### src/sv/bbf_pkg.sv
// Shared types, constants and helpers for the box blur filter.
package bbf_pkg;

  localparam int CFG_W      = 11;  // widest configuration register
  localparam int CFG_IDX_W  = 2;
  localparam int RAD_REG_W  = 3;
  localparam int PIX_W      = 24;
  // command fields sized for the largest supported geometry
  localparam int CMD_AW     = 17;
  localparam int CMD_WW     = 13;
  localparam int CMD_RW     = 4;
  localparam int CMD_CW     = 5;
  localparam int AREA_W     = 10;
  localparam int SUM_W      = 18;
  localparam int STEP_W     = 3;
  localparam logic [7:0] ALPHA_OPAQUE = 8'd255;

  typedef enum logic [CFG_IDX_W-1:0] {
    CFG_FRAME_WIDTH  = 2'd0,
    CFG_FRAME_HEIGHT = 2'd1,
    CFG_RADIUS       = 2'd2,
    CFG_UNUSED       = 2'd3
  } cfg_idx_t;

  typedef struct packed {
    logic       mode;
    logic [7:0] red_in;
    logic [7:0] green_in;
    logic [7:0] blue_in;
  } in_t;

  typedef struct packed {
    logic [7:0] red_out;
    logic [7:0] green_out;
    logic [7:0] blue_out;
    logic [7:0] alpha_out;
    logic       frame_last;
  } out_t;

  // one classified item, front to back
  typedef struct packed {
    logic              store;
    logic [PIX_W-1:0]  pix;
    logic [CMD_AW-1:0] wr_addr;
    logic              emit;
    logic [CMD_AW-1:0] rd_addr;
    logic [CMD_CW-1:0] rows;
    logic [CMD_CW-1:0] cols;
    logic [CMD_WW-1:0] width;
    logic [CMD_RW-1:0] radius;
    logic              last;
  } cmd_t;

  typedef enum logic [2:0] {
    B_IDLE,
    B_SCAN,
    B_TAIL,
    B_DIV,
    B_OUT
  } back_state_t;

  // one restoring division step: subtract the shifted divisor when it fits
  function automatic logic [SUM_W:0] div_step(input logic [SUM_W-1:0] rem,
                                               input logic [SUM_W-1:0] trial);
    logic [SUM_W:0] res;
    begin
      if (rem >= trial) begin
        res = {1'b1, rem - trial};
      end else begin
        res = {1'b0, rem};
      end
      return res;
    end
  endfunction

endpackage

### src/sv/bbf_fifo.sv
// Short command queue between front and back.
module bbf_fifo
  import bbf_pkg::*;
(
  input  logic clk,
  input  logic rst,
  input  logic push,
  input  cmd_t push_data,
  input  logic pop,
  output cmd_t pop_data,
  output logic full,
  output logic empty
);

  localparam int QD = 4;
  localparam int PW = $clog2(QD);

  cmd_t          entries [QD];
  logic [PW-1:0] wp, rp;
  logic [PW:0]   count;

  assign full     = count == (PW+1)'(QD);
  assign empty    = count == '0;
  assign pop_data = entries[rp];

  always_ff @(posedge clk) begin
    if (push) entries[wp] <= push_data;
  end

  always_ff @(posedge clk) begin
    if (rst) begin
      wp    <= '0;
      rp    <= '0;
      count <= '0;
    end else begin
      if (push) wp <= wp + PW'(1);
      if (pop) rp <= rp + PW'(1);
      unique case ({push, pop})
        2'b10:   count <= count + (PW+1)'(1);
        2'b01:   count <= count - (PW+1)'(1);
        default: ;
      endcase
    end
  end

`ifndef SYNTH
  a_no_overflow: assert property (@(posedge clk) disable iff (rst) full |-> !push)
    else $error("queue overflow");
  a_no_underflow: assert property (@(posedge clk) disable iff (rst) empty |-> !pop)
    else $error("queue underflow");
  a_count_step: assert property (@(posedge clk) disable iff (rst)
    (push && !pop) |=> count == $past(count) + (PW+1)'(1))
    else $error("queue count wrong");
`endif

endmodule

### config.mk
export PLATFORM = sky130hd
export DESIGN_NAME = bbf_fifo
export DESIGN_NICKNAME = d
export VERILOG_FILES = /design/src/sv/bbf_pkg.sv /design/src/sv/bbf_fifo.sv
export SDC_FILE = /design/constraint.sdc
export NUM_CORES = 1
export LEC_CHECK = 0
export BUFFER_PORTS_ARGS = -buffer_cell sky130_fd_sc_hd__buf_2
export CORE_UTILIZATION = 57
export DETAILED_ROUTE_END_ITERATION = 10
export PLACE_DENSITY_LB_ADDON = 0.12
export SETUP_SLACK_MARGIN = 0.02
export SYNTH_ARGS = -nofsm -noshare
export SYNTH_HDL_FRONTEND = slang
export SYNTH_SLANG_ARGS = --single-unit
### constraint.sdc
create_clock -name clk -period 3.4 [get_ports clk]
set_input_delay 0.17 -clock clk [delete_from_list [all_inputs] [get_ports clk]]
set_output_delay 0.17 -clock clk [all_outputs]
set_load 0.1 [all_outputs]
Word-level counts from Yosys, hierarchy flattened. Memory sizes are Yosys's and may differ from the RTL's. A register that Yosys moved wholly into a read port is not among the register bits. Cells that the tools add are included.

RAM bits: 352. Memories kept: 1. Register bits after elaboration: 7. Input port bits: 92.

Memory list: entries (words 4, bits a word 88, read ports 1, clocked after Yosys merged registers in 1, write ports 1, RTL line bbf_fifo.sv:18) `cmd_t entries [QD];`.

Muxes and demuxes: 5. Reduce and logical (&&, ||, !) cells: 2. Equality and inequality tests: 3. Add/sub/neg operators: 4.

Operator list (count): case mux 3 bit (2 select lines) (1); adder 2 x 1 -> 2 bit (second input constant) (2); two-way mux 2 bit (2); adder 3 x 1 -> 3 bit (second input constant) (1); == test 3 bit (second input constant) (1); logical NOT 3 bit (1); subtractor 3 x 1 -> 3 bit (second input constant) (1); == test 2 x 1 -> 1 bit (second input constant) (1); == test 2 bit (second input constant) (1); two-way mux 1 bit (2); nonzero test 2 bit (1).

Depth between registers and ports, before layout. Gate-level depths: netlist of the first run.

Depth in word-level cells: 3. Gate-level depth with buffers: 7. Gate-level depth less buffers: 7.

Worst setup path before layout of the first run. Ideal clock, no wire load.

Path kind: register -> register. Start: register wp[0]. End: memory entries[0][0] (netlist name), enable pin. Slack: 0.359 ns. Period minus slack after synthesis: 3.041 ns. Data required time: 2.944 ns. Cell stages (with the launch flop): 4. Setup time: 0.456 ns. Data arrival time: 2.585 ns. Path through: dfxtp_1 -> inv_1 -> ha_1 -> and2_1.

RTL lines: start: declaration (RTL line bbf_fifo.sv:19) `logic [PW-1:0] wp, rp;`; start signal: assignment (RTL line bbf_fifo.sv:36) `if (push) wp <= wp + PW'(1);`; end: declaration (RTL line bbf_fifo.sv:18).

No word-level cell before the write port.

==> impl_metrics.prom, run 1 <==
# TYPE chip_impl_metric gauge
chip_impl_metric{name="mappedNetlistArea",unit="mm2"} 0.0131
chip_impl_info{name="cts_root_buffer",value="sky130_fd_sc_hd__clkbuf_16"} 1
chip_impl_metric{name="drv_slew",unit=""} 0
chip_impl_metric{name="total_leakage_power",unit="nW"} 5.60
chip_impl_metric{name="ys_seq_elements",unit=""} 361
chip_impl_metric{name="xor_xnor_share_of_the_synthesized_area",unit=""} 0.00334
chip_impl_metric{name="maxSlewHeadroom",unit=""} 0.471
chip_impl_metric{name="clk_pin_slew",unit="ps"} 60
chip_impl_metric{name="place.detailed.hpwl",unit="um"} 13800
chip_impl_info{name="worst_setup_path_end_kind",value="primary output"} 1
chip_impl_metric{name="vias_per_instance",unit=""} 5.62
chip_impl_metric{name="fp-row-count",unit=""} 55
chip_impl_metric{name="cts_resized",unit=""} 0
chip_impl_metric{name="wl_per_cell",unit="um"} 21.9
chip_impl_metric{name="vias",unit=""} 6257
chip_impl_info{name="postSynth.topFlopCell",value="sky130_fd_sc_hd__edfxtp_1"} 1
chip_impl_metric{name="share_of_synthesized_flip_flops_with_an_asynchronous_set_or_reset",unit=""} 0
chip_impl_metric{name="floorplan.die_area",unit="mm2"} 0.0236
chip_impl_metric{name="clock_buffers_created_by_tritoncts",unit=""} 36
chip_impl_metric{name="ff2ff_path_depth",unit=""} 4
chip_impl_metric{name="io_pins",unit=""} 182
chip_impl_metric{name="cts_max_path_buffers",unit=""} 3
chip_impl_info{name="grt_setup_unrepaired",value="no"} 1
chip_impl_metric{name="grt.overflow.total",unit=""} 0
chip_impl_metric{name="power.density_cell_area",unit="mW/mm2"} 668
chip_impl_metric{name="gp_congestion",unit=""} 0.703
chip_impl_metric{name="drive_gt1_frac",unit=""} 0.397
chip_impl_metric{name="worst_hold_path.num_cells",unit=""} 3
chip_impl_metric{name="drt_iter0_drc",unit=""} 455
chip_impl_metric{name="share_of_the_synthesized_area_in_compound_gates_ao_oa_aoi_oai",unit=""} 0.00114
chip_impl_metric{name="portBuffers",unit=""} 181
chip_impl_metric{name="grt_antenna_before_repair",unit=""} 1
chip_impl_metric{name="setup-violations-final",unit=""} 0
chip_impl_info{name="worst-setup-path-type",value="register to primary output"} 1
chip_impl_metric{name="htree_num_levels",unit=""} 2
chip_impl_metric{name="die_w",unit="um"} 154
chip_impl_info{name="status",value="finished, final reports clean"} 1
chip_impl_metric{name="cts.sink_count",unit=""} 361
chip_impl_metric{name="floorplan.die.height",unit="um"} 154
chip_impl_metric{name="global_route.usage.total",unit=""} 0.215
chip_impl_info{name="synth_top_family_by_area",value="multiplexers"} 1
chip_impl_metric{name="timing.critical_path.required",unit="ps"} 3230
chip_impl_metric{name="drv_cap",unit=""} 0
chip_impl_metric{name="worst_pin_slew",unit="ps"} 793
chip_impl_metric{name="crit_fanout",unit=""} 32
chip_impl_metric{name="fp.coreArea",unit="mm2"} 0.0226
chip_impl_metric{name="design.final.nets",unit=""} 901
chip_impl_metric{name="synthAdderAreaFrac",unit=""} 0.00629
chip_impl_metric{name="synthMuxAreaShare",unit=""} 0.152
chip_impl_metric{name="worst_hold_slack",unit="ps"} 58.5
chip_impl_info{name="mostFrequentLayoutCell",value="sky130_fd_sc_hd__edfxtp_1"} 1
chip_impl_metric{name="synth_cell_types",unit=""} 22
chip_impl_metric{name="netlist_instances",unit=""} 507
chip_impl_info{name="timing.critical_path.from_type",value="register"} 1
chip_impl_info{name="post_synth_main_area_contributors",value="sky130_fd_sc_hd__edfxtp_1 81%, sky130_fd_sc_hd__mux4_2 15%, sky130_fd_sc_hd__dfxtp_1 1.4%"} 1
chip_impl_info{name="tritoncts",value="yes"} 1
chip_impl_metric{name="share_of_the_cycle_needed_by_the_critical_path_after_routing",unit=""} 0.781
chip_impl_metric{name="detail_route.drc_violations",unit=""} 0
chip_impl_metric{name="ant_nets",unit=""} 0
chip_impl_metric{name="vdd_ir_drop_max",unit="V"} 0.000449
chip_impl_metric{name="layout-area-overhead-vs-synth",unit="%"} 25.0
chip_impl_metric{name="area_share_of_and_or_nand_nor_cells_after_synthesis",unit=""} 0.00582
chip_impl_metric{name="setup_total_negative_slack",unit="ps"} 0
chip_impl_metric{name="ys_seq_area_frac",unit=""} 0.819
chip_impl_metric{name="fin_util",unit=""} 0.726
chip_impl_metric{name="fin_worst_skew",unit="ps"} 8.93
chip_impl_metric{name="hold_violations_final",unit=""} 0
chip_impl_metric{name="drt_first_pass_iters",unit=""} 6
chip_impl_info{name="worstHoldPathType",value="input port to register"} 1
chip_impl_metric{name="timing.critical_path.arrival",unit="ps"} 2480
chip_impl_metric{name="grt_max_degree",unit=""} 54
chip_impl_metric{name="floorplan.initialDensity",unit=""} 0.581
chip_impl_metric{name="route.final.wire_length",unit="um"} 24400
chip_impl_metric{name="min_period",unit="ps"} 2650
chip_impl_metric{name="worst_skew_pair.late_latency",unit="ps"} 510
chip_impl_metric{name="synth.net_count",unit=""} 605
chip_impl_info{name="layout.cells.most_common_list",value="352 x sky130_fd_sc_hd__edfxtp_1, 181 x sky130_fd_sc_hd__buf_2, 90 x sky130_fd_sc_hd__dlygate4sd3_1"} 1
chip_impl_metric{name="yosysWarnings",unit=""} 0
chip_impl_metric{name="synth_enable_flop_cells",unit=""} 352
chip_impl_metric{name="first_pass_grt_wire_length",unit="um"} 37800
chip_impl_metric{name="synth_top_cell_area_share",unit=""} 0.806
chip_impl_info{name="synth_top_area_cell",value="sky130_fd_sc_hd__edfxtp_1"} 1
chip_impl_metric{name="grt_pass1_vias",unit=""} 6863
chip_impl_metric{name="fmax",unit="MHz"} 377
chip_impl_metric{name="postSynthAreaPerCell",unit="um2"} 25.9
[worst max-delay path, stage by stage (launching register included)]
cell	delay, ps
sky130_fd_sc_hd__dfxtp_4	690
sky130_fd_sc_hd__buf_12	330
sky130_fd_sc_hd__mux4_2	590
sky130_fd_sc_hd__buf_2	320
[final timing paths]
kind,endpoint,slack [ps],from
setup / recovery,pop_data[64],750,register
hold reg to reg,count[1],520,count[1]
setup reg to reg,entries[0][66],1370,wp[0]
hold / removal,wp[0],60,push
[power by group]
group	internal, mW	switching [mW]
Combinational	0.492	1.63
Sequential	5.11	0.0867
Clock	2.10	1.52
[final cells by class]
| type | instances | area (um2) |
|---|---|---|
| well taps | 285 | 357 |
| flip-flops and latches | 361 | 10800 |
| clock buffers | 46 | 980 |
| repair buffers | 279 | 1950 |
| multi-input cells | 119 | 2220 |
| fillers | 1331 | 6170 |
| clock inverters | 17 | 104 |
| inverters | 6 | 22.5 |
| diodes | 1 | 2.50 |
[kinds of logic after synthesis]
group,after synthesis
flops,361
mux,89
buf+inv,27
simple gates,16
fa+ha+maj,6
xor+xnor,5
compound gates,3
[flip-flops by register name, summed over array words and instances, names as in the netlist, named ones only]
signal   cells
count        3
wp           2
rp           2
entries    352
[metal layers]
| layer | GRT usage | up-vias | routed length, um |
|---|---|---|---|
| met5 | 0 | - | 0 |
| met4 | 0.0681 | 0 | 432 |
| met3 | 0.0476 | 36 | 1580 |
| met2 | 0.364 | 220 | 12600 |
| met1 | 0.281 | 3240 | 9820 |
| li1 | - | 2761 | - |
[synth_stat cells, types with 2 or more instances]
cell type and n:
sky130_fd_sc_hd__dfxtp_1 9, sky130_fd_sc_hd__edfxtp_1 352, sky130_fd_sc_hd__nor2_1 8, sky130_fd_sc_hd__mux4_2 88
sky130_fd_sc_hd__buf_2 10, sky130_fd_sc_hd__xor2_1 3, sky130_fd_sc_hd__buf_8 2, sky130_fd_sc_hd__clkbuf_1 7
sky130_fd_sc_hd__xnor2_1 2, sky130_fd_sc_hd__ha_1 5, sky130_fd_sc_hd__inv_1 6, sky130_fd_sc_hd__a21oi_1 2
sky130_fd_sc_hd__and2_1 4
[what timing repair did]
item                      4_1_cts  5_1_grt
hold endpoints to repair      361        0
setup buffers                   0        0
hold buffers                   90        0
[per-stage QoR]
stage / total power [mW] / area, um2 / worst slack, ps / instances
4_1_cts: 11.0 / 16400 / 662 / 1113
5_1_grt: 11.3 / 16400 / 576 / 1113
6_report: 10.9 / 16400 / 746 / 1114
2_1_floorplan: 6.97 / 13100 / 359 / 507
3_5_place_dp: 7.34 / 14400 / 1220 / 960
3_3_place_gp: 7.30 / 14400 / 1230 / 960
Note: power is estimated with default switching activity, not from simulation.
==> run 2, diff against run 1 <==
==> constraint.sdc (replaced) <==
create_clock -name clk -period 2.5 [get_ports clk]
set_input_delay 0.125 -clock clk [delete_from_list [all_inputs] [get_ports clk]]
set_output_delay 0.125 -clock clk [all_outputs]
set_load 0.1 [all_outputs]
==> impl_metrics.prom, run 2 (synthesized netlist as in run 1, its figures left out) <==
# TYPE chip_impl_metric gauge
chip_impl_info{name="status",value="finished, final reports clean"} 1
chip_impl_info{name="worstHoldPathType",value="input port to register"} 1
chip_impl_metric{name="place.detailed.instances",unit=""} 967
chip_impl_metric{name="gp_congestion",unit=""} 0.737
chip_impl_metric{name="floorplan.die.height",unit="um"} 154
chip_impl_metric{name="fp-row-count",unit=""} 55
chip_impl_info{name="tritoncts",value="yes"} 1
chip_impl_metric{name="ant_nets",unit=""} 0
chip_impl_metric{name="final_power",unit="mW"} 14.7
chip_impl_metric{name="power.sequential.fraction",unit=""} 0.479
chip_impl_metric{name="insertedDiodeCount",unit=""} 0
chip_impl_metric{name="drt_first_pass_iters",unit=""} 4
chip_impl_info{name="mostFrequentLayoutCell",value="sky130_fd_sc_hd__edfxtp_1"} 1
chip_impl_metric{name="clock_network_fraction_of_total_power",unit=""} 0.321
chip_impl_metric{name="wl_per_cell",unit="um"} 21.6
chip_impl_metric{name="clock_buffers_created_by_tritoncts",unit=""} 37
chip_impl_metric{name="grt_max_degree",unit=""} 47
chip_impl_metric{name="internal_power",unit="mW"} 10.4
chip_impl_metric{name="combinationalPowerShare",unit=""} 0.200
chip_impl_metric{name="n_fill_cell",unit=""} 1328
chip_impl_info{name="layout.cells.most_common_list",value="352 x sky130_fd_sc_hd__edfxtp_1, 181 x sky130_fd_sc_hd__buf_2, 91 x sky130_fd_sc_hd__dlygate4sd3_1"} 1
chip_impl_metric{name="grt_pass1_vias",unit=""} 6823
chip_impl_metric{name="cts_max_path_buffers",unit=""} 3
chip_impl_info{name="max_flop_register",value="entries"} 1
chip_impl_metric{name="timing.critical_path.required",unit="ps"} 2380
chip_impl_metric{name="die_w",unit="um"} 154
chip_impl_metric{name="place.detailed.hpwl",unit="um"} 14400
chip_impl_info{name="worst-setup-path-type",value="register to primary output"} 1
chip_impl_metric{name="layout-area-overhead-vs-synth",unit="%"} 25.7
chip_impl_metric{name="route.final.wire_length",unit="um"} 24300
chip_impl_metric{name="maxSlewHeadroom",unit=""} 0.644
chip_impl_metric{name="layout_setup_ws",unit="ps"} 177
chip_impl_metric{name="drv_slew",unit=""} 0
chip_impl_metric{name="grt.overflow.total",unit=""} 0
chip_impl_metric{name="io_pins",unit=""} 182
chip_impl_metric{name="floorplan.initialDensity",unit=""} 0.581
chip_impl_metric{name="clk_pin_slew",unit="ps"} 60
chip_impl_metric{name="cts_resized",unit=""} 0
chip_impl_metric{name="power.density_cell_area",unit="mW/mm2"} 892
chip_impl_metric{name="first_pass_grt_wire_length",unit="um"} 37600
chip_impl_metric{name="r2r_slack",unit="ps"} 810
chip_impl_metric{name="setup_total_negative_slack",unit="ps"} 0
chip_impl_metric{name="p_switching",unit="mW"} 4.36
chip_impl_metric{name="htree_num_levels",unit=""} 2
chip_impl_metric{name="worst_pin_slew",unit="ps"} 534
chip_impl_metric{name="worst_skew_pair.late_latency",unit="ps"} 500
chip_impl_metric{name="power_switching_share",unit=""} 0.296
chip_impl_metric{name="drv_cap",unit=""} 0
chip_impl_metric{name="largest_register_ff_count",unit=""} 352
chip_impl_info{name="cts_root_buffer",value="sky130_fd_sc_hd__clkbuf_16"} 1
chip_impl_metric{name="cts.sink_count",unit=""} 361
chip_impl_metric{name="drive_gt1_frac",unit=""} 0.398
chip_impl_metric{name="total_leakage_power",unit="nW"} 5.64
chip_impl_metric{name="fp.coreArea",unit="mm2"} 0.0226
chip_impl_metric{name="global_route.usage.total",unit=""} 0.213
chip_impl_metric{name="vias_per_instance",unit=""} 5.58
chip_impl_info{name="largest_registers",value="entries x352, count x3"} 1
chip_impl_info{name="worst_setup_path_end_kind",value="primary output"} 1
chip_impl_metric{name="floorplan.die_area",unit="mm2"} 0.0236
chip_impl_metric{name="detail_route.drc_violations",unit=""} 0
chip_impl_metric{name="timing.critical_path.arrival",unit="ps"} 2200
chip_impl_metric{name="dpl_worst_slack",unit="ps"} 542
chip_impl_metric{name="finalNonFillerCells",unit=""} 1122
chip_impl_metric{name="drt_iter0_drc",unit=""} 493
chip_impl_metric{name="fin_worst_skew",unit="ps"} 12.1
chip_impl_metric{name="share_of_the_cycle_needed_by_the_critical_path_after_routing",unit=""} 0.929
chip_impl_metric{name="vias",unit=""} 6265
chip_impl_info{name="grt_setup_unrepaired",value="no"} 1
chip_impl_metric{name="portBuffers",unit=""} 181
chip_impl_metric{name="fmax",unit="MHz"} 430
chip_impl_metric{name="grt_antenna_before_repair",unit=""} 0
chip_impl_metric{name="setup-violations-final",unit=""} 0
chip_impl_metric{name="crit_fanout",unit=""} 46
chip_impl_metric{name="hold_violations_final",unit=""} 0
chip_impl_metric{name="design.final.nets",unit=""} 911
chip_impl_metric{name="min_period",unit="ps"} 2320
chip_impl_info{name="timing.critical_path.from_type",value="register"} 1
chip_impl_metric{name="vdd_ir_drop_max",unit="V"} 0.000746
==> run 2: worst max-delay path: stages (launching register included) <==
cell and delay [ps]:
sky130_fd_sc_hd__dfxtp_4 610, sky130_fd_sc_hd__buf_12 340, sky130_fd_sc_hd__mux4_2 280, sky130_fd_sc_hd__buf_2 430
==> run 2: path summary, 6_finish.rpt <==
path,from,to,cells after the start
worst max-delay path,register,pop_data[3],3
worst min-delay path,push_data[72],entries[0][72],2
worst max register to register,wp[0],entries[0][27],4
worst min register to register,rp[1],register,2
==> run 2: area by class of cell <==
type	instances	area, um2	share of cell area
clock buffer	48	967	0.0587
clock inverter	15	63.8	0.00387
inverter	6	22.5	0.00137
multi-input combinational	119	2220	0.135
sequential	361	10800	0.652
tap	285	357	0.0216
timing repair buffer	288	2090	0.127
==> run 2: per-stage QoR <==
| stage | area, um2 | util | hold WS, ps |
|---|---|---|---|
| after floorplan | 13100 | - | 224 |
| after global placement | 14500 | 0.644 | 334 |
| after detailed placement | 14500 | 0.644 | 342 |
| after global routing | 16500 | 0.730 | 370 |
| after CTS | 16500 | 0.730 | 350 |
| final | 16500 | 0.730 | 373 |
==> run 2: power groups by stage <==
stage | clock, mW | sequential (mW) | combinational (mW)
final | 4.73 | 7.04 | 2.94
after global routing | 5.07 | 7.07 | 3.05
after CTS | 4.83 | 7.05 | 2.97
after detailed placement | 0 | 7.18 | 2.83
after global placement | 0 | 7.16 | 2.81
after floorplan | 0 | 7.13 | 2.35
==> run 2: layer usage <==
metal / up-vias / part of all wire / track usage
met1: 3236 / 0.41 / 0.279
met3: 37 / 0.061 / 0.0448
li1: 2781 / - / -
met4: 0 / 0.018 / 0.0581
met5: - / 0 / 0
met2: 211 / 0.51 / 0.368
==> run 2: repair_timing <==
item                                    CTS  global route
endpoints found under the setup margin    2             0
setup buffers                             1             0
hold buffers                             91             0
hold endpoints to repair                361             0
