### src/sv/bbf_pkg.sv
// Shared types, constants and helpers for the box blur filter.
package bbf_pkg;

  localparam int CFG_W      = 11;  // widest configuration register
  localparam int CFG_IDX_W  = 2;
  localparam int RAD_REG_W  = 3;
  localparam int PIX_W      = 24;
  // command fields sized for the largest supported geometry
  localparam int CMD_AW     = 17;
  localparam int CMD_WW     = 13;
  localparam int CMD_RW     = 4;
  localparam int CMD_CW     = 5;
  localparam int AREA_W     = 10;
  localparam int SUM_W      = 18;
  localparam int STEP_W     = 3;
  localparam logic [7:0] ALPHA_OPAQUE = 8'd255;

  typedef enum logic [CFG_IDX_W-1:0] {
    CFG_FRAME_WIDTH  = 2'd0,
    CFG_FRAME_HEIGHT = 2'd1,
    CFG_RADIUS       = 2'd2,
    CFG_UNUSED       = 2'd3
  } cfg_idx_t;

  typedef struct packed {
    logic       mode;
    logic [7:0] red_in;
    logic [7:0] green_in;
    logic [7:0] blue_in;
  } in_t;

  typedef struct packed {
    logic [7:0] red_out;
    logic [7:0] green_out;
    logic [7:0] blue_out;
    logic [7:0] alpha_out;
    logic       frame_last;
  } out_t;

  // one classified item, front to back
  typedef struct packed {
    logic              store;
    logic [PIX_W-1:0]  pix;
    logic [CMD_AW-1:0] wr_addr;
    logic              emit;
    logic [CMD_AW-1:0] rd_addr;
    logic [CMD_CW-1:0] rows;
    logic [CMD_CW-1:0] cols;
    logic [CMD_WW-1:0] width;
    logic [CMD_RW-1:0] radius;
    logic              last;
  } cmd_t;

  typedef enum logic [2:0] {
    B_IDLE,
    B_SCAN,
    B_TAIL,
    B_DIV,
    B_OUT
  } back_state_t;

  // one restoring division step: subtract the shifted divisor when it fits
  function automatic logic [SUM_W:0] div_step(input logic [SUM_W-1:0] rem,
                                               input logic [SUM_W-1:0] trial);
    logic [SUM_W:0] res;
    begin
      if (rem >= trial) begin
        res = {1'b1, rem - trial};
      end else begin
        res = {1'b0, rem};
      end
      return res;
    end
  endfunction

endpackage

### src/sv/bbf_front.sv
// Front end: configuration registers, frame counters and item classification.
module bbf_front
  import bbf_pkg::*;
#(
  parameter int MAX_WIDTH  = 1024,
  parameter int MAX_HEIGHT = 1024,
  parameter int MAX_RADIUS = 7,
  parameter int WW         = 11,
  parameter int HW         = 11,
  parameter int RW         = 3,
  parameter int QW         = 21,
  parameter int AW         = 14,
  parameter int DEPTH      = 15368
) (
  input  logic                 clk,
  input  logic                 rst,
  input  logic                 cfg_we,
  input  logic [CFG_IDX_W-1:0] cfg_index,
  input  logic [CFG_W-1:0]     cfg_data,
  input  in_t                  in_data,
  input  logic                 acc,
  output logic                 push,
  output cmd_t                 cmd
);

  localparam int XW = ((WW > RW) ? WW : RW) + 1;
  localparam int YW = ((HW > RW) ? HW : RW) + 1;
  localparam int TW = WW + HW;

  logic [CFG_W-1:0]     width_reg, height_reg;
  logic [RAD_REG_W-1:0] radius_reg;
  logic [QW-1:0]        q;
  logic [WW-1:0]        ox;
  logic [HW-1:0]        oy;
  logic [AW-1:0]        pa, wa;

  logic [WW-1:0] w_e;
  logic [HW-1:0] h_e;
  logic [RW-1:0] r_e;
  logic [TW-1:0] total;
  logic [QW-1:0] lag;
  logic          drop, store, emit, last;
  logic [XW-1:0] xs, xr, xw, x0, x1;
  logic [YW-1:0] ys, yr, yh, y0, y1;
  logic [AW-1:0] off, rd;

  always_comb begin
    if (width_reg == '0) w_e = WW'(1);
    else if (32'(width_reg) > MAX_WIDTH) w_e = WW'(MAX_WIDTH);
    else w_e = WW'(width_reg);
    if (height_reg == '0) h_e = HW'(1);
    else if (32'(height_reg) > MAX_HEIGHT) h_e = HW'(MAX_HEIGHT);
    else h_e = HW'(height_reg);
    if (radius_reg == '0) r_e = RW'(1);
    else if (32'(radius_reg) > MAX_RADIUS) r_e = RW'(MAX_RADIUS);
    else r_e = RW'(radius_reg);
  end

  assign total = TW'(w_e) * TW'(h_e);
  assign lag   = QW'(r_e) * QW'(w_e) + QW'(r_e);
  assign drop  = in_data.mode && (q == '0);
  assign store = q < QW'(total);
  assign emit  = q >= lag;
  assign last  = emit && (ox == w_e - WW'(1)) && (oy == h_e - HW'(1));

  // window bounds clipped to the frame
  always_comb begin
    xs = XW'(ox);
    xr = XW'(r_e);
    xw = XW'(w_e);
    ys = YW'(oy);
    yr = YW'(r_e);
    yh = YW'(h_e);
    x0 = (xs >= xr) ? xs - xr : '0;
    x1 = (xs + xr < xw) ? xs + xr : xw - XW'(1);
    y0 = (ys >= yr) ? ys - yr : '0;
    y1 = (ys + yr < yh) ? ys + yr : yh - YW'(1);
  end

  assign off = AW'(ys - y0) * AW'(w_e) + AW'(xs - x0);
  assign rd  = (pa >= off) ? pa - off : pa - off + AW'(DEPTH);

  assign push = acc && !drop;

  always_comb begin
    cmd.store   = store;
    cmd.pix     = in_data.mode ? '0 : {in_data.red_in, in_data.green_in, in_data.blue_in};
    cmd.wr_addr = CMD_AW'(wa);
    cmd.emit    = emit;
    cmd.rd_addr = CMD_AW'(rd);
    cmd.rows    = CMD_CW'(y1 - y0 + YW'(1));
    cmd.cols    = CMD_CW'(x1 - x0 + XW'(1));
    cmd.width   = CMD_WW'(w_e);
    cmd.radius  = CMD_RW'(r_e);
    cmd.last    = last;
  end

  always_ff @(posedge clk) begin
    if (rst) begin
      width_reg  <= CFG_W'(1024);
      height_reg <= CFG_W'(1024);
      radius_reg <= RAD_REG_W'(1);
      q  <= '0;
      ox <= '0;
      oy <= '0;
      pa <= '0;
      wa <= '0;
    end else if (cfg_we) begin
      unique case (cfg_idx_t'(cfg_index))
        CFG_FRAME_WIDTH:  width_reg  <= cfg_data;
        CFG_FRAME_HEIGHT: height_reg <= cfg_data;
        CFG_RADIUS:       radius_reg <= cfg_data[RAD_REG_W-1:0];
        default: ;
      endcase
      if (cfg_idx_t'(cfg_index) != CFG_UNUSED) begin
        q  <= '0;
        ox <= '0;
        oy <= '0;
        pa <= '0;
        wa <= '0;
      end
    end else if (push) begin
      if (last) begin
        q  <= '0;
        ox <= '0;
        oy <= '0;
        pa <= '0;
        wa <= '0;
      end else begin
        q  <= q + QW'(1);
        wa <= (wa == AW'(DEPTH - 1)) ? '0 : wa + AW'(1);
        if (emit) begin
          pa <= (pa == AW'(DEPTH - 1)) ? '0 : pa + AW'(1);
          if (ox == w_e - WW'(1)) begin
            ox <= '0;
            oy <= oy + HW'(1);
          end else begin
            ox <= ox + WW'(1);
          end
        end
      end
    end
  end

endmodule

### config.mk
export PLATFORM = sky130hd
export DESIGN_NAME = bbf_front
export DESIGN_NICKNAME = d
export VERILOG_FILES = /design/src/sv/bbf_pkg.sv /design/src/sv/bbf_front.sv
export SDC_FILE = /design/constraint.sdc
export NUM_CORES = 1
export LEC_CHECK = 0
export ABC_AREA = 1
export BUFFER_PORTS_ARGS = -buffer_cell sky130_fd_sc_hd__buf_2
export CORE_MARGIN = 10
export CORE_UTILIZATION = 60
export CTS_CLUSTER_SIZE = 8
export DETAILED_ROUTE_END_ITERATION = 16
export PLACE_DENSITY = 0.78
export SETUP_SLACK_MARGIN = 0.3
export SYNTH_ARGS = -nofsm -noshare
export SYNTH_HDL_FRONTEND = slang
export SYNTH_SLANG_ARGS = --single-unit
### constraint.sdc
create_clock -name clk -period 17.9 [get_ports clk]
set_clock_uncertainty 0.1 [all_clocks]
set_input_delay 3.58 -clock clk [delete_from_list [all_inputs] [get_ports clk]]
set_output_delay 3.58 -clock clk [all_outputs]
set_load 0.1 [all_outputs]
* Word level (Yosys, flattened, before mapping)
Index checks and enable logic that the tools add are counted.
Operators by class: add/sub/neg operators 23, multipliers 3, order comparisons 9, equality and inequality tests 8, mux-type cells 36, reductions and logical operators 19
Operators by type and width (count):
- $mux 11 | 15
- $mux 14 | 11
- $mux 21 | 4
- $add 14x1->14 const B | 2
- $eq 14x14->1 const B | 2
- $sub 11x12->13 | 2
- $add 11x3->12 | 2
- $lt 12x11->1 | 2
- $mux 12 | 2
- $mux 24 | 1
- $sub 11x3->12 | 2
- $add 11x1->11 const B | 2
- $eq 11x11->1 | 2
- $ge 11x3->1 | 2
- $gt 11x11->1 const B | 2
- $logic_not 11->1 | 2
- $sub 11x1->11 const B | 2
- $add 21x1->21 const B | 1
- $ge 21x15->1 | 1
- $logic_not 21->1 | 1
- $lt 21x21->1 | 1
- $mul 11x11->21 | 1
- $add 14x3->15 | 1
- $add 14x14->14 | 1
- other kinds (23) | 34
Storage, ports and cells: bits in registers 96, input port bits 42, logic and storage cells 106

* Longest topological paths before layout
Gate-level depths: netlist (run 1).
depth in word-level cells 11, mapped depth 57, gate-level depth less buffers 56

* Least setup slack after synthesis (run 1)
Ideal clock, no wire load.
kind register to output, from reg radius_reg[1], to out cmd[32] (netlist name), data arrival time 12372 ps, required time 14220 ps, slack 1848 ps, cell stages (with the launch flop) 53, cell sequence dfxtp_1 inv_1 a21oi_1 clkinv_1 ha_1 fa_1 inv_1 nand2_1 nand3_1 inv_2 nand3_1 buf_2 nand2_1 ha_1 a21o_1 nor2_1 inv_1 nand2_1 (+17 left out) nand4_1 xor2_1 nand3b_1 nand4_1 nand2_1 inv_1 nand2_1 nand2_1 nand2_1 nand2_1 ha_1 nand2_1 inv_1 nand2_1 or4_1 nand3_1 inv_1 o21ai_0
RTL lines:
- start: declaration | RTL line bbf_front.sv:31 | logic [RAD_REG_W-1:0] radius_reg;
- start signal: assignment | RTL line bbf_front.sv:112 | CFG_RADIUS: radius_reg <= cfg_data[RAD_REG_W-1:0];
- end: declaration | RTL line bbf_front.sv:23 | output cmd_t cmd

==> impl_metrics.toml, run 1 <==
[grt]
track_usage_pct = 29.8
grt_max_degree = 43
gr-total-overflow = 0
antenna_found_initial = 0
grt_pass1_vias = 18300
grt_pass1_wl_mm = 93.7

[floorplanning]
num_rows = 64
num_io_pins = 131
start_util_pct = 60.8
die-area_um2 = 38500
dieHeight_um = 196
core_um2 = 30600
die_x_um = 196

[layout]
regArea_um2 = 1920
n_fill_cell = 2804
final_common_cell = "nand2_1"
n_antenna_cell = 0
largest_reg_flops = 21
most-common-layout-cells = "591 x nand2_1, 502 x inv_1, 321 x nor2_1"
finish.utilization_pct = 64.3
top_register = "q"
largestRegisters = "q: 21 flops, pa: 14 flops, wa: 14 flops"
layout-area-overhead-vs-synth_pct = 5.64
fin_nets = 3267
drive_gt1_share_pct = 7.19
multiInputGateArea_um2 = 14300

[critical_path]
critPathArrivalTime_ns = 12.77
path_delay_family = "adder cells"
crit_path_start_kind = "flop"
cp_slowest_cell = "dfxtp_1"
cp_num_buf_inv = 14
path_max_fanout = 17
cp-end-kind = "output port"
cpMostUsedCell = "nand2_1"
cp_slowest_stage_delay_ns = 0.78
critPathKind = "flop to output port"
required_ns = 14.22

[clock_network]
clock_latency_ns = 0.37
hold_buffers = 0
root_buffer = "clkbuf_16"
numCtsBuffers = 9
cts-resized-gates = 0
htreeDepth = 3
postCtsSetupBuffers = 0
cts.sinks = 96
cts_buffer_depth = 2
clk_pin_slew_worst_paths_ns = 0.07
cts_tree = "done"

[timing]
hold_viol_final = 0
layout_min_cycle_time_ns = 16.45
slew_violations = 0
max_freq_mhz = 60.8
tightest_slew_ns = 1.07
timing.slew.headroom_pct = 28.2
hold_ws_ns = 0.381
fin_crit_sh_pct = 91.9
finalSetupTns_ns = 0
rsz0062_at_grt = "no"
setup_viol_count_final = 0

[yosys]
synth_top_flop_cell = "dfxtp_1"
synth_edf_count = 0
synthCells = 2770
muxShareOfSynthArea_pct = 0
synth_area_um2 = 18600
synth_top_family_by_area = "adder cells"
async_flop_share_pct = 0
synth-xor-area-share_pct = 5.46
synth_seq_cells = 96
synth-adder-area-share_pct = 33.3
synth_area_per_cell_um2 = 6.72
ys_warn_count = 0
ys_seq_area_share_pct = 10.3
synthSimpleGateAreaFrac_pct = 28.1
synth_compound_gate_area_share_pct = 9.67
yosysUniqueCellTypes = 54

[placement]
io_buffer_count = 121
gp_congestion = 1.06
dp_hpwl_mm = 46.4

[drt]
drc = 0
finalWirelength_mm = 58.0
routedWlPerCell_um = 17.9
via_per_inst = 5.81
drtIter0Drc = 1833
first_pass_iters = 6
final_antenna_net_count = 0
vias = 18800

[pwr]
power_density_nw_per_um2 = 113
leakage_nw = 10.5
irDropWorstVdd_v = 0.000408

[job]
cap_violations = 0

[min_path]
hold_path_class = "flop to flop"

[status]
status = "complete, no violations"
==> worst register-to-register path, delay by kind of cell (launching register included) <==
family	cells	cell delay, ns
DFF	1	0.78
AOI/OAI and AO/OA	12	2.39
and+or+nand+nor	11	1.81
xor gates and xnor gates	1	0.19
buffers and inverters	5	1.27
adders and majority gates	4	1.50
==> routing by layer <==
metal	track usage, %	up-vias	wire length (um)
met3	7.84	140	6980
met1	39.7	8799	24300
met2	45.5	996	24700
li1	-	8842	-
met5	0	-	0
met4	10.5	0	2000
==> worst paths after layout <==
path,startpoint,end,slack (ns),cells after the start
worst min register to register,width_reg[0],width_reg[0],0.38,2
worst max-delay path,radius_reg[1],cmd[40],1.45,55
worst min-delay path,width_reg[0],width_reg[0],0.38,2
worst max register to register,radius_reg[1],q[9],9.78,33
==> metrics by stage <==
step | instance area (um^2) | worst slack [ns] | power, W | instances
after detailed placement | 19400 | 2.19 | 0.00202 | 3216
after global routing | 19700 | 0.485 | 0.00238 | 3232
after floorplan | 18600 | 1.85 | 0.00170 | 2778
after CTS | 19700 | 1.73 | 0.00221 | 3232
after global placement | 19400 | 2.75 | 0.00199 | 3216
final | 19700 | 1.45 | 0.00222 | 3232
==> where the power goes <==
part	switching (W)	total, W	internal, W
clock	0.0000927	0.000196	0.000103
combinational	0.00139	0.00179	0.000399
sequential	0.0000133	0.000233	0.000220
==> layout make-up <==
class                   count  area share [%]
inverters                 524            10.0
multi-input cells        2065            72.6
repair buffers            135            3.61
well taps                 396            2.52
clock inverters             4           0.172
clock buffers              12            1.30
flip-flops and latches     96            9.78
==> logic make-up after synthesis <==
| kind of cell | Yosys count |
|---|---|
| AO/OA/AOI/OAI | 320 |
| XOR/XNOR | 116 |
| adder cells (fa/ha/maj) | 394 |
| buffers and inverters | 617 |
| flip-flops | 96 |
| other | 1 |
| AND/OR/NAND/NOR | 1226 |
==> cells in the mapped netlist, drive strengths merged, types with 14 or more instances <==
cell | n | share of area [%]
clkbuf | 48 | 0.97
xnor2 | 28 | 1.3
ha | 226 | 15
o211ai | 14 | 0.56
dfxtp | 96 | 10
o21ai | 99 | 2.7
nand3 | 149 | 4.1
buf | 45 | 1.6
xor2 | 88 | 4.1
a21oi | 151 | 4.1
nor2 | 330 | 6.8
nand4 | 59 | 2.0
fa | 168 | 18
inv | 515 | 10
nor3 | 54 | 1.6
nand2 | 605 | 13
(Power assumes the default switching activity.)
==> run 2, diff against run 1 <==
- BUFFER_PORTS_ARGS: -buffer_cell sky130_fd_sc_hd__buf_2 -> -buffer_cell sky130_fd_sc_hd__buf_4
- PLACE_DENSITY: 0.78 -> 0.77
==> impl_metrics.toml, run 2 (synthesis results as in run 1) <==
[drt]
final_antenna_net_count = 0
finalWirelength_mm = 58.6
via_per_inst = 5.72
vias = 18500
drtIter0Drc = 1832
drc = 0
first_pass_iters = 6
routedWlPerCell_um = 18.1

[layout]
final_area_um2 = 20000
n_antenna_cell = 0
drive_gt1_share_pct = 7.19
largest_reg_flops = 21
layout-area-overhead-vs-synth_pct = 7.34
finish.utilization_pct = 65.3
largestRegisters = "q: 21 flops, pa: 14 flops, wa: 14 flops"
n_fill_cell = 2887
most-common-layout-cells = "591 x nand2_1, 502 x inv_1, 321 x nor2_1"
stdcell_count = 3233
top_register = "q"
final_common_cell = "nand2_1"
fin_nets = 3268

[pwr]
irDropWorstVdd_v = 0.000388
share_comb_of_total_power_pct = 80.9
p_clk_share_pct = 8.9
power_frac_seq_pct = 10.2
p_int_w = 0.000790
switchingPower_w = 0.00151
power_density_nw_per_um2 = 115
power_w = 0.00230
switching_share_pct = 65.6
leakage_nw = 10.6

[timing]
timing.slew.headroom_pct = 29.4
setup_viol_count_final = 0
rsz0062_at_grt = "no"
finalSetupTns_ns = 0
max_freq_mhz = 61.1
layout_min_cycle_time_ns = 16.37
tightest_slew_ns = 1.06
hold_viol_final = 0
slew_violations = 0
fin_crit_sh_pct = 91.4

[clock_network]
htreeDepth = 3
clock_latency_ns = 0.36
cts_buffer_depth = 2
cts_tree = "done"
clk_pin_slew_worst_paths_ns = 0.08
hold_buffers = 0
cts.sinks = 96
postCtsSetupBuffers = 0
root_buffer = "clkbuf_16"
numCtsBuffers = 9
cts-resized-gates = 0

[floorplanning]
die_x_um = 196
num_io_pins = 131
core_um2 = 30600
start_util_pct = 60.8
num_rows = 64
die-area_um2 = 38500
dieHeight_um = 196

[grt]
grt_pass1_wl_mm = 93.1
grt_pass1_vias = 17800
track_usage_pct = 30.0
grt_max_degree = 49
antenna_found_initial = 0
gr-total-overflow = 0

[placement]
gp_congestion = 1.04
placed_cell_area_um2 = 19700
dp.cells = 3217
io_buffer_count = 121
dp_hpwl_mm = 47.0

[critical_path]
cpMostUsedCell = "nand2_1"
cp_slowest_stage_delay_ns = 0.80
cp_slowest_cell = "dfxtp_1"
critPathArrivalTime_ns = 12.69
crit_path_start_kind = "flop"
critPathKind = "flop to output port"
path_max_fanout = 17
required_ns = 14.22
cp-end-kind = "output port"

[min_path]
hold_path_class = "flop to flop"

[job]
cap_violations = 0

[status]
status = "complete, no violations"
run 2: cell types whose count changed in the layout (fill, tap and decap cells not counted), sizes merged:
| cell | change |
|---|---|
| buf | +1 |
| bufinv | +1 |
| clkbuf | -1 |
| clkinv | +1 |
| clkinvlp | -1 |
run 2: area by class of cell:
type / count / area [um^2] / share of cell area [%]
clock buffers: 11 / 233 / 1.16
well taps: 396 / 495 / 2.48
flip-flops and latches: 96 / 1920 / 9.62
repair buffers: 136 / 1020 / 5.11
inverters: 524 / 1970 / 9.85
clock inverters: 5 / 63.8 / 0.319
multi-input cells: 2065 / 14300 / 71.5
run 2: worst paths after layout:
check / slack [ns] / cells past startpoint / startpoint / end
setup / recovery: 1.53 / 55 / radius_reg[1] / cmd[40]
hold / removal: 0.37 / 2 / width_reg[0] / width_reg[0]
setup reg to reg: 9.57 / 33 / radius_reg[1] / q[5]
hold reg to reg: 0.37 / 2 / width_reg[0] / width_reg[0]
run 2: metrics by stage:
step,hold WS (ns),setup WS [ns]
after floorplan,0.330,1.85
after global placement,0.364,2.80
after detailed placement,0.366,2.26
after CTS,0.375,1.77
after global routing,0.414,0.646
final,0.371,1.53
run 2: layer usage:
layer,global-route usage (%),part of all wire (%),vias to the layer above
met5,0,0,-
met4,10.9,3.8,0
met3,8.44,12,126
met2,43.9,41,938
met1,41.2,43,8593
li1,-,-,8837
run 2: worst max-delay path, delay by kind of cell, from the launching register on:
kind	cells	cell delay [ns]
buffers and inverters	14	2.19
and+or+nand+nor	25	3.37
DFF	1	0.80
xor gates and xnor gates	2	0.33
adders and majority gates	10	4.42
AOI/OAI and AO/OA	4	1.18
run 2: power groups by stage:
| stage | Combinational, W | Sequential (W) | Clock (W) |
|---|---|---|---|
| after floorplan | 0.00147 | 0.000234 | 0 |
| after global placement | 0.00182 | 0.000237 | 0 |
| after detailed placement | 0.00185 | 0.000237 | 0 |
| after global routing | 0.00200 | 0.000234 | 0.000211 |
| final | 0.00186 | 0.000233 | 0.000205 |
| after CTS | 0.00185 | 0.000232 | 0.000204 |
==> run 3, diff against run 2 <==
- CORE_UTILIZATION: 60 -> 50
- PLACE_DENSITY: 0.77 -> 0.66
==> impl_metrics.toml, run 3 (synthesis results as in run 1) <==
[drt]
vias = 18300
routedWlPerCell_um = 18.2
via_per_inst = 5.53
final_antenna_net_count = 0
finalWirelength_mm = 60.2
drc = 0
drtIter0Drc = 1679
first_pass_iters = 5

[clock_network]
root_buffer = "clkbuf_16"
cts_buffer_depth = 2
cts_tree = "done"
cts.sinks = 96
postCtsSetupBuffers = 0
clock_latency_ns = 0.37
hold_buffers = 0
clk_pin_slew_worst_paths_ns = 0.08
numCtsBuffers = 9
htreeDepth = 3
cts-resized-gates = 0

[placement]
dp_hpwl_mm = 48.7
dp.cells = 3293
gp_congestion = 1.00
io_buffer_count = 121
place_ws_ns = 2.24

[layout]
stdcell_count = 3309
n_antenna_cell = 0
final_common_cell = "nand2_1"
n_fill_cell = 3661
largestRegisters = "q: 21 flops, pa: 14 flops, wa: 14 flops"
multiInputGateArea_um2 = 14300
largest_reg_flops = 21
most-common-layout-cells = "591 x nand2_1, 501 x inv_1, 321 x nor2_1"
regArea_um2 = 1920
top_register = "q"
layout-area-overhead-vs-synth_pct = 7.95
drive_gt1_share_pct = 7.36
fin_nets = 3272

[timing]
setup_viol_count_final = 0
slew_violations = 0
fin_crit_sh_pct = 90.7
rsz0062_at_grt = "no"
max_freq_mhz = 61.6
hold_viol_final = 0
finalSetupTns_ns = 0
hold_ws_ns = 0.371
fin_ws_ns = 1.67
tightest_slew_ns = 0.772
timing.slew.headroom_pct = 48.4
layout_min_cycle_time_ns = 16.23

[status]
status = "complete, no violations"

[grt]
use_met3_pct = 4.78
gr-total-overflow = 0
grtUsageMet2_pct = 40.1
antenna_found_initial = 0
met1_usage_pct = 37.8
grt_pass1_vias = 17600
track_usage_pct = 26.6
grt_busiest_layer = "met2"
grt_pass1_wl_mm = 95.2
grt_max_degree = 49

[min_path]
whs_path_depth = 2
hold_path_class = "flop to flop"

[floorplanning]
dieHeight_um = 213
start_util_pct = 50.7
core_um2 = 36700
die-area_um2 = 45300
die_x_um = 213
num_rows = 70
num_io_pins = 131

[critical_path]
cp-end-kind = "output port"
path_max_fanout = 17
ff2ff_path_depth = 33
required_ns = 14.22
cpMostUsedCell = "nand2_1"
cp_slowest_cell = "dfxtp_1"
cp_slowest_stage_delay_ns = 0.77
critPathArrivalTime_ns = 12.55
critPathKind = "flop to output port"
crit_path_start_kind = "flop"

[job]
cap_violations = 0

[pwr]
power_w = 0.00228
power_density_nw_per_um2 = 114
irDropWorstVdd_v = 0.000414
leakage_nw = 10.6
run 3: cell count changes in the layout (fill, tap and decap cells not counted), sizes merged:
cell      delta
buf          +4
bufinv       -1
clkbuf       +1
clkinvlp     +1
inv          -1
run 3: power by group:
| part | leakage (nW) | internal [W] | switching (W) |
|---|---|---|---|
| Sequential | 0.780 | 0.000220 | 0.0000131 |
| Clock | 0.140 | 0.000103 | 0.0000942 |
| Combinational | 9.71 | 0.000460 | 0.00139 |
| Total | 10.6 | 0.000783 | 0.00150 |
run 3: critical path, delay by kind of cell, from the launching register on:
family / cells / cell delay, ns
AOI/OAI and AO/OA: 4 / 1.17
xor gates and xnor gates: 2 / 0.34
adders and majority gates: 10 / 4.41
buffers and inverters: 14 / 2.13
DFF: 1 / 0.77
and+or+nand+nor: 25 / 3.37
run 3: per-layer routing:
layer  vias up  share of wire, %
met3        80               9.2
met5         -                 0
met4         0               2.6
met1      8628                45
li1       8849                 -
met2       739                43
run 3: metrics by stage:
step	utilization [%]	instance area (um^2)
detailed placement	54.0	19800
floorplan	-	18600
CTS	54.7	20100
finish	54.7	20100
global route	54.7	20100
global placement	54.0	19800
run 3: path summary, 6_finish.rpt:
| kind | from | endpoint | slack [ns] |
|---|---|---|---|
| min | radius_reg[0] | radius_reg[0] | 0.37 |
| min reg2reg | radius_reg[0] | radius_reg[0] | 0.37 |
| max reg2reg | radius_reg[1] | q[8] | 9.61 |
| max | radius_reg[1] | cmd[40] | 1.67 |
run 3: area by class of cell:
cell class	count	share of cell area, %
Clock buffer	12	1.28
Clock inverter	4	0.168
Inverter	524	9.79
Multi-Input combinational cell	2065	71.1
Sequential cell	96	9.57
Tap cell	468	2.91
Timing Repair Buffer	140	5.23
